$ cat config.mk
export PLATFORM = sky130hd
export DESIGN_NAME = telnet_com_port_baud_parser
export DESIGN_NICKNAME = d
export VERILOG_FILES = /design/src/tcpb_pkg.sv /design/src/tcpb_parse.sv /design/src/telnet_com_port_baud_parser.sv
export SDC_FILE = /design/constraint.sdc
export NUM_CORES = 1
export LEC_CHECK = 0
export BUFFER_PORTS_ARGS = -buffer_cell sky130_fd_sc_hd__buf_4
export CAP_MARGIN = 25
export CORE_ASPECT_RATIO = 1.1
export CORE_UTILIZATION = 45
export CTS_BUF_LIST = sky130_fd_sc_hd__clkbuf_4 sky130_fd_sc_hd__clkbuf_8
export CTS_CLUSTER_SIZE = 14
export DETAILED_ROUTE_END_ITERATION = 6
export PLACE_DENSITY = 0.71
export SLEW_MARGIN = 20
export SYNTH_ARGS = -nofsm -noshare
export SYNTH_HDL_FRONTEND = slang
export SYNTH_HIERARCHICAL = 1
export SYNTH_SLANG_ARGS = --single-unit
$ cat constraint.sdc
create_clock -name clk_i -period 2.7 [get_ports clk_i]
set_clock_uncertainty 0.1 [all_clocks]
set_input_delay 0.54 -clock clk_i [delete_from_list [all_inputs] [get_ports clk_i]]
set_output_delay 0.54 -clock clk_i [all_outputs]
set_load 0.02 [all_outputs]
$ cat src/tcpb_pkg.sv
// Package for the Telnet com-port baud parser: parse modes, protocol byte codes,
// and the state and result structs shared by the parse core and the top level.
// No dependencies.
package tcpb_pkg;

  localparam logic [7:0] TN_IAC      = 8'd255;
  localparam logic [7:0] TN_SB       = 8'd250;
  localparam logic [7:0] TN_SE       = 8'd240;
  localparam logic [7:0] COM_PORT_OPT = 8'd44;
  localparam logic [7:0] SET_BAUD    = 8'd1;

  localparam int unsigned CountW = 3;
  localparam int unsigned ShiftW = 24;

  typedef enum logic [2:0] {
    MODE_NORMAL  = 3'd0,
    MODE_IAC     = 3'd1,
    MODE_SB      = 3'd2,
    MODE_OPTION  = 3'd3,
    MODE_BAUD    = 3'd4,
    MODE_WAIT_SE = 3'd5
  } mode_e;

  typedef enum logic {
    KIND_SERIAL = 1'b0,
    KIND_BAUD   = 1'b1
  } kind_e;

  typedef struct packed {
    mode_e              mode;
    logic [CountW-1:0]  count;
    logic [ShiftW-1:0]  shift;
  } parse_state_t;

  typedef struct packed {
    logic        valid;
    kind_e       kind;
    logic [7:0]  serial_byte;
    logic [31:0] baud_value;
  } parse_result_t;

endpackage

$ cat src/tcpb_parse.sv
// Combinational parse step: one byte and the current parser state give the
// next state and at most one result. Depends on tcpb_pkg.
module tcpb_parse
  import tcpb_pkg::*;
(
  input  logic [7:0]    data_byte_i,
  input  parse_state_t  state_i,
  output parse_state_t  state_o,
  output parse_result_t result_o
);

  always_comb begin
    state_o  = state_i;
    result_o = '{valid: 1'b0, kind: KIND_SERIAL, serial_byte: 8'd0, baud_value: 32'd0};

    unique case (state_i.mode)
      MODE_IAC: begin
        if (data_byte_i == TN_SB) begin
          state_o.mode = MODE_SB;
        end else begin
          state_o.mode = MODE_NORMAL;
          if (data_byte_i == TN_IAC) begin
            result_o.valid       = 1'b1;
            result_o.serial_byte = data_byte_i;
          end
        end
      end
      MODE_SB: begin
        if (data_byte_i == COM_PORT_OPT) begin
          state_o.mode  = MODE_OPTION;
          state_o.count = '0;
          state_o.shift = '0;
        end else begin
          state_o.mode = MODE_NORMAL;
        end
      end
      MODE_OPTION: begin
        if (data_byte_i == SET_BAUD) begin
          state_o.mode = MODE_BAUD;
        end else if (data_byte_i == TN_IAC) begin
          state_o.mode = MODE_WAIT_SE;
        end
      end
      MODE_BAUD: begin
        if (data_byte_i == TN_IAC) begin
          state_o.mode = MODE_WAIT_SE;
        end else if (state_i.count >= CountW'(3)) begin
          // Fourth byte completes the big-endian rate.
          result_o.valid      = 1'b1;
          result_o.kind       = KIND_BAUD;
          result_o.baud_value = {state_i.shift, data_byte_i};
          state_o.count       = '0;
          state_o.shift       = '0;
          state_o.mode        = MODE_WAIT_SE;
        end else begin
          state_o.shift = {state_i.shift[ShiftW-9:0], data_byte_i};
          state_o.count = state_i.count + CountW'(1);
        end
      end
      MODE_WAIT_SE: begin
        if (data_byte_i == TN_SE) begin
          state_o.mode = MODE_NORMAL;
        end
      end
      default: begin
        // Normal data mode; unused codes behave the same way.
        if (data_byte_i == TN_IAC) begin
          state_o.mode = MODE_IAC;
        end else begin
          state_o.mode         = MODE_NORMAL;
          result_o.valid       = 1'b1;
          result_o.serial_byte = data_byte_i;
        end
      end
    endcase
  end

endmodule

$ cat src/telnet_com_port_baud_parser.sv
// Telnet com-port baud parser top level: input register, parser state and
// result register around the tcpb_parse step. Depends on tcpb_pkg, tcpb_parse.
//
// Usage: the input channel carries one network byte per transfer on
// data_byte_i (in_valid_i / in_stall_o). The output channel carries at most
// one result per input byte (out_valid_o / out_stall_i): kind_o = 0 gives a
// byte for the serial line on serial_byte_o, kind_o = 1 gives a requested
// baud rate on baud_value_o. The field that does not apply reads as zero.
// IAC IAC gives byte 255; other commands and subnegotiations give only baud rates.
//
// A byte taken into the input register is parsed by tcpb_parse into the result
// register, which drives the output ports.
// Throughput: one byte per cycle while the receiver does not stall, set by the
// combinational parse step between the input register and the result register.
// Reset (rst_ni low) returns the parser to normal data mode, clears the
// gathered baud bytes and empties both registers.
// When the receiver stalls, the result register holds its transfer; the
// input register still takes one more byte, and then in_stall_o rises until
// the result is taken.
module telnet_com_port_baud_parser
  import tcpb_pkg::*;
(
  input  logic        clk_i,
  input  logic        rst_ni,
  input  logic        in_valid_i,
  output logic        in_stall_o,
  input  logic [7:0]  data_byte_i,
  output logic        out_valid_o,
  input  logic        out_stall_i,
  output logic        kind_o,
  output logic [7:0]  serial_byte_o,
  output logic [31:0] baud_value_o
);

  // Input register stage.
  logic       in_vld_q, in_vld_d;
  logic [7:0] in_byte_q, in_byte_d;

  // Parser state.
  parse_state_t state_q, state_d, state_next;
  parse_result_t step_res;

  // Result register.
  logic        out_vld_q, out_vld_d;
  kind_e       kind_q, kind_d;
  logic [7:0]  serial_q, serial_d;
  logic [31:0] baud_q, baud_d;

  logic out_free;
  logic advance;
  logic in_take;

  tcpb_parse u_parse (
    .data_byte_i (in_byte_q),
    .state_i     (state_q),
    .state_o     (state_next),
    .result_o    (step_res)
  );

  // The result register is free when empty or when its transfer completes now.
  assign out_free   = !out_vld_q || !out_stall_i;
  assign advance    = in_vld_q && out_free;
  assign in_stall_o = in_vld_q && !out_free;
  assign in_take    = in_valid_i && !in_stall_o;

  always_comb begin
    in_vld_d  = in_vld_q;
    in_byte_d = in_byte_q;
    state_d   = state_q;
    out_vld_d = out_vld_q;
    kind_d    = kind_q;
    serial_d  = serial_q;
    baud_d    = baud_q;

    if (out_free) begin
      out_vld_d = 1'b0;
    end
    if (advance) begin
      state_d   = state_next;
      out_vld_d = step_res.valid;
      kind_d    = step_res.kind;
      serial_d  = step_res.serial_byte;
      baud_d    = step_res.baud_value;
      in_vld_d  = 1'b0;
    end
    if (in_take) begin
      in_vld_d  = 1'b1;
      in_byte_d = data_byte_i;
    end
  end

  always_ff @(posedge clk_i or negedge rst_ni) begin
    if (!rst_ni) begin
      in_vld_q  <= 1'b0;
      out_vld_q <= 1'b0;
      state_q   <= '{mode: MODE_NORMAL, count: '0, shift: '0};
    end else begin
      in_vld_q  <= in_vld_d;
      out_vld_q <= out_vld_d;
      state_q   <= state_d;
    end
  end

  always_ff @(posedge clk_i) begin
    in_byte_q <= in_byte_d;
    kind_q    <= kind_d;
    serial_q  <= serial_d;
    baud_q    <= baud_d;
  end

  assign out_valid_o   = out_vld_q;
  assign kind_o        = kind_q;
  assign serial_byte_o = serial_q;
  assign baud_value_o  = baud_q;

`ifndef NO_ASSERTIONS
  // The gathered-byte count never passes three.
  a_count_range: assert property (@(posedge clk_i) disable iff (!rst_ni)
    state_q.count <= CountW'(3))
    else $error("baud byte count out of range");

  // A finished baud rate always leaves the parser waiting for the end marker.
  a_baud_then_wait: assert property (@(posedge clk_i) disable iff (!rst_ni)
    (advance && step_res.valid && step_res.kind == KIND_BAUD)
      |=> state_q.mode == MODE_WAIT_SE)
    else $error("baud result without move to wait-for-SE");

  // The field that does not belong to the result kind reads as zero.
  a_unused_field_zero: assert property (@(posedge clk_i) disable iff (!rst_ni)
    out_valid_o |-> (kind_o ? (serial_byte_o == 8'd0) : (baud_value_o == 32'd0)))
    else $error("unused result field not zero");

  // Input is only held off while a byte waits behind a stalled result.
  a_stall_cause: assert property (@(posedge clk_i) disable iff (!rst_ni)
    in_stall_o |-> (in_vld_q && out_vld_q && out_stall_i))
    else $error("input stalled without a blocked result");
`endif

endmodule

Yosys cells after proc, flatten, opt, wreduce, memory -nomap -nowiden:

Cells that the tools add are included.

* $add $sub $neg: 1
* magnitude comparators: 1
* eq/ne operators: 15
* muxes and demuxes: 27
* bitwise operators: 2
* reduce and logical (&&, ||, !) cells: 17

Operators by type and width (number)
* 27-bit 2-to-1 mux: 3
* 27-bit one-hot mux with 2 select lines: 1
* 8-bit == test, second input constant: 3
* 8-bit 2-to-1 mux: 3
* 8-bit one-hot mux with 2 select lines: 1
* 3-bit 2-to-1 mux: 5
* 3-bit one-hot mux with 5 select lines: 1
* 8-bit by 1-bit == test with 1-bit output, second input constant: 1
* 8-bit by 6-bit == test with 1-bit output, second input constant: 1
* 1-bit 2-to-1 mux: 8
* 2-bit 2-to-1 mux: 4
* 4-bit AND reduction: 2
* 3-bit by 2-bit == test with 1-bit output, second input constant: 2
* 3-bit == test, second input constant: 2
* 3-bit by 1-bit inequality test with 1-bit output, second input constant: 2
* 2-bit nonzero test: 3
* 3-bit OR reduction: 2
* 1-bit logical NOT: 4
* 2-bit by 1-bit inequality test with 1-bit output, second input constant: 2
* 4-bit OR reduction: 1
* 3-bit by 1-bit adder with 3-bit output, second input constant: 1
* 3-bit by 1-bit == test with 1-bit output, second input constant: 1
* 3-bit by 2-bit greater-or-equal comparator with 1-bit output, second input constant: 1
* 1-bit logical AND: 3
* other kinds (5): 6

* register bits: 81
* output and inout bits: 43

Logic depth before layout (Yosys ltp):

* depth in word-level cells: 7
* mapped depth: 8
* gate-level depth less buffers: 6

Modules after synthesis:

The synthesis kept the hierarchy.

Modules (own cells, without submodules)
* telnet_com_port_baud_parser: instances 1, cells an instance 120, area an instance 2697.6 um^2, seq. area each 2272.2 um^2
* tcpb_parse: instances 1, cells an instance 139, area an instance 948.4 um^2, seq. area each 0.0 um^2

Least setup slack after synthesis:

OpenSTA, ideal clock, no wires.

* path kind: flip-flop to flip-flop
* from: register in_byte_q[1]
* to: register state_q[19] (netlist name)
* arrival time: 1.729 ns
* path slack: 0.746 ns
* cell stages (with the launch flop): 8
* buffers on the path: 2
* period minus slack after synthesis: 1.954 ns
* path through: edfxtp_1 > buf_2 > and4bb_1 > nand4_1 > a21boi_4 > buf_2 > a22o_1 > mux2_4

* longest elaborated chain between the ends: 3

RTL lines
* start, declared: line telnet_com_port_baud_parser.sv:37 `logic [7:0] in_byte_q, in_byte_d;`
* start signal, assigned: line telnet_com_port_baud_parser.sv:105 `in_byte_q <= in_byte_d;`
* 8-bit == test or 8-bit by 6-bit == test with 1-bit output (tied branches): line tcpb_parse.sv:45, tcpb_parse.sv:29
* 2-bit inequality test (no source line) or 2-bit by 1-bit inequality test with 1-bit output (tied branches)
* 4-bit AND reduction (no source line) (*)
* end signal, assigned: line telnet_com_port_baud_parser.sv:96 `state_q <= '{mode: MODE_NORMAL, count: '0, shift: '0};`
* end signal, assigned: line telnet_com_port_baud_parser.sv:100 `state_q <= state_d;`
* end, declared: line telnet_com_port_baud_parser.sv:40 `parse_state_t state_q, state_d, state_next;`

Mark *: on every way between the ends. The rest lies on a longest branch, timed or not.
A chain may end at the register's enable or synchronous reset.

Final worst setup path:

* from: register state_q[24] (netlist name)
* to: register baud_q[24] (netlist: baud_value_o[24]), data pin

* longest elaborated chain between the ends: 3

RTL lines
* 3-bit by 2-bit greater-or-equal comparator with 1-bit output: line tcpb_parse.sv:47 `end else if (state_i.count >= CountW'(3)) begin`
* 1-bit inverter (no source line)
* 3-bit OR reduction (no source line)
* end signal, assigned: line telnet_com_port_baud_parser.sv:108 `baud_q <= baud_d;`
* end, declared: line telnet_com_port_baud_parser.sv:47 `logic [31:0] baud_q, baud_d;`

Every way passes these cells.

==> results.txt <==
P_leak - 1.89 nW
hold_ws - 18.8 ps
Reg power frac - 54.4%
Clock transition at path regs - 80 ps
most common cell after layout, fill and taps aside - buf_4
Layout Cells excl Fill - 423
buffer depth of the longest clock path - 2
setup tns final - 0 ps
vias in the first global route - 2102
status - completed
multi-input combinational cell area - 1240 sq um
final WL - 6500 um
Clock power frac - 37.1%
Starting Density - 46.3%
std cell rows - 34
Clock Latency Late Sink - 340 ps
Primary FF master, synth - edfxtp_1
# fillers - 635
Buffers on Ports - 54
Final Max Tran Viols - 0
Tightest Hold Check Type - primary input to asynchronous set/reset pin
Layout area overhead - 18.4%
Final Cycle Share - 88.3%
H-tree depth - 3
crit path DAT - 2380 ps
Yosys cell types - 40
vias post-DR - 2332
Placed Area - 4100 sq um
Mapped Cells - 259
Routed WL per cell - 15.4 um
worst rel slew slack - 39.4%
FFs w/ async S/R, synth - 39.5%
Yosys reg bits - 81
Critical Path Source Type - register
worst-margin pin slew - 909 ps
Finish-stage setup viols - 0
WS Path Type - register to register
clock sink total - 81
largest net degree at the start of global routing - 72
dpl cells - 407
GRT Util Overall - 16.2%
share of layout cells above drive strength 1 - 34.9%
Syn Nets - 272
post-DP HPWL - 4040 um
FF+latch area - 2270 sq um
Yosys warning total - 6
DRC Markers - 0
Fmax - 420 MHz
Post-CTS Setup Bufs - 0
antenna violations before repair - 0
Initial DRC Count - 173
Core Region - 7870 sq um
Net Sw Frac - 23.0%
cell area after layout - 4320 sq um
die height - 96.4 um
Post-synth EDFFs - 49
Root Buffer Master - clkbuf_8
Hold Fails Final Rpt - 0
total power - 0.00258 W
Psw - 0.000592 W
Mapped Area - 3650 sq um
die width - 87.8 um
CP Max Fanout - 32
Worst setup EP type - register
Required @ worst endpoint - 2690 ps
Overflow after GRT - 0
Avg Synthesized Cell Area - 14.1 sq um
sequential share of the synthesized area - 62.3%
PwrDens - 597 nW/um^2
unrepaired setup endpoints after global routing - false
Antenna Violating Nets Remaining - 0
vias per inst - 5.51
routability congestion estimate - 0.900
commonest cells after routing, fill and taps aside - buf_4 (56), edfxtp_1 (49), and2_1 (36)
Layout Nets - 323
cts bufs inserted - 9
max_cap viols - 0
Hold Buf Count CTS - 0
P_int - 0.00198 W
DR pass1 iterations - 6
die footprint - 8470 sq um
CTS tree - done
Max VDD drop - 0.000228 V
IO Count - 55
first-pass GRT wire length - 10300 um
combinational power share - 8.5%
post-layout min period - 2380 ps
# diodes - 0
layout make-up:
class	count	share of cell area, %
Sequential cell	81	52.6
Clock buffer	9	2.87
Clock inverter	7	2.14
Multi-Input combinational cell	158	28.8
Tap cell	108	3.13
Inverter	3	0.261
Timing Repair Buffer	57	10.2
cell families after synthesis:
logic type / after synthesis / share of synthesized area (%)
AOI/OAI and AO/OA: 46 / 10.6
buffers and inverters: 20 / 3.67
and+or+nand+nor: 79 / 13.1
DFF: 81 / 62.3
adders and majority gates: 1 / 0.343
muxes: 32 / 9.95
routing by layer:
metal / track usage [%] / wire length (um) / vias up
met5: 0 / 0 / -
met4: 8.33 / 85 / 0
met3: 3.40 / 367 / 9
met2: 26.3 / 3290 / 83
met1: 20.4 / 2760 / 1171
li1: - / - / 1069
synthesized netlist by cell type (all sizes together) (2+ instances only):
master / n / share of area, %
edfxtp: 49 / 40
and2: 36 / 6.2
dfrtp: 32 / 22
mux2: 31 / 9.7
a22o: 25 / 6.0
buf: 13 / 3.0
nor2: 11 / 1.1
nand2: 6 / 0.62
nor3: 6 / 0.96
a21o: 5 / 1.0
clkbuf: 4 / 0.41
nand3: 4 / 0.55
o21ai: 4 / 0.55
a31oi: 3 / 0.51
and3: 3 / 0.51
inv: 3 / 0.31
nand4: 3 / 0.93
a21boi: 2 / 1.0
and4: 2 / 0.48
nand3b: 2 / 0.41
or3: 2 / 0.34
power by group through the flow:
stage | Combinational, W | Sequential (W) | Clock, W
detailed placement | 0.000223 | 0.00143 | 0
global route | 0.000236 | 0.00141 | 0.00102
floorplan | 0.0000798 | 0.00147 | 0
CTS | 0.000223 | 0.00140 | 0.000975
finish | 0.000220 | 0.00140 | 0.000954
global placement | 0.000221 | 0.00143 | 0
flip-flops by register name, indices dropped and copies added, names as in the netlist:
signal / count
serial_byte_o: 8
kind_o: 1
in_vld_q: 1
in_byte_q: 8
state_q: 30
out_valid_o: 1
baud_value_o: 32
final timing paths:
| path | start | end | slack, ps | depth (start not counted) |
|---|---|---|---|---|
| min | rst_ni | state_q[0] | 20 | 1 |
| max reg2reg | state_q[24] | baud_value_o[24] | 320 | 5 |
| min in group clk_i | data_byte_i[0] | in_byte_q[0] | 270 | 1 |
| max in group asynchronous | rst_ni | in_vld_q | 2180 | 1 |
| max | state_q[24] | baud_value_o[24] | 320 | 5 |
| min reg2reg | state_q[22] | state_q[22] | 430 | 1 |
per-stage QoR:
step	setup slack, ps	util [%]
final	317	54.8
after global routing	90.4	54.8
after CTS	187	54.8
after detailed placement	201	52.1
after global placement	258	52.1
after floorplan	746	-
timing repair:
| item | CTS | global route |
|---|---|---|
| resized for setup | 0 | 1 |
| endpoints found under the setup margin | 0 | 1 |
| endpoints found under the hold margin | 0 | 0 |
worst max-delay path: stages, from the launching register on:
cell	delay, ps
dfrtp_1	420
ha_1	210
a211oi_1	460
inv_1	110
and3_1	510
and2_1	330
Note: power is estimated with default switching activity, not from simulation.
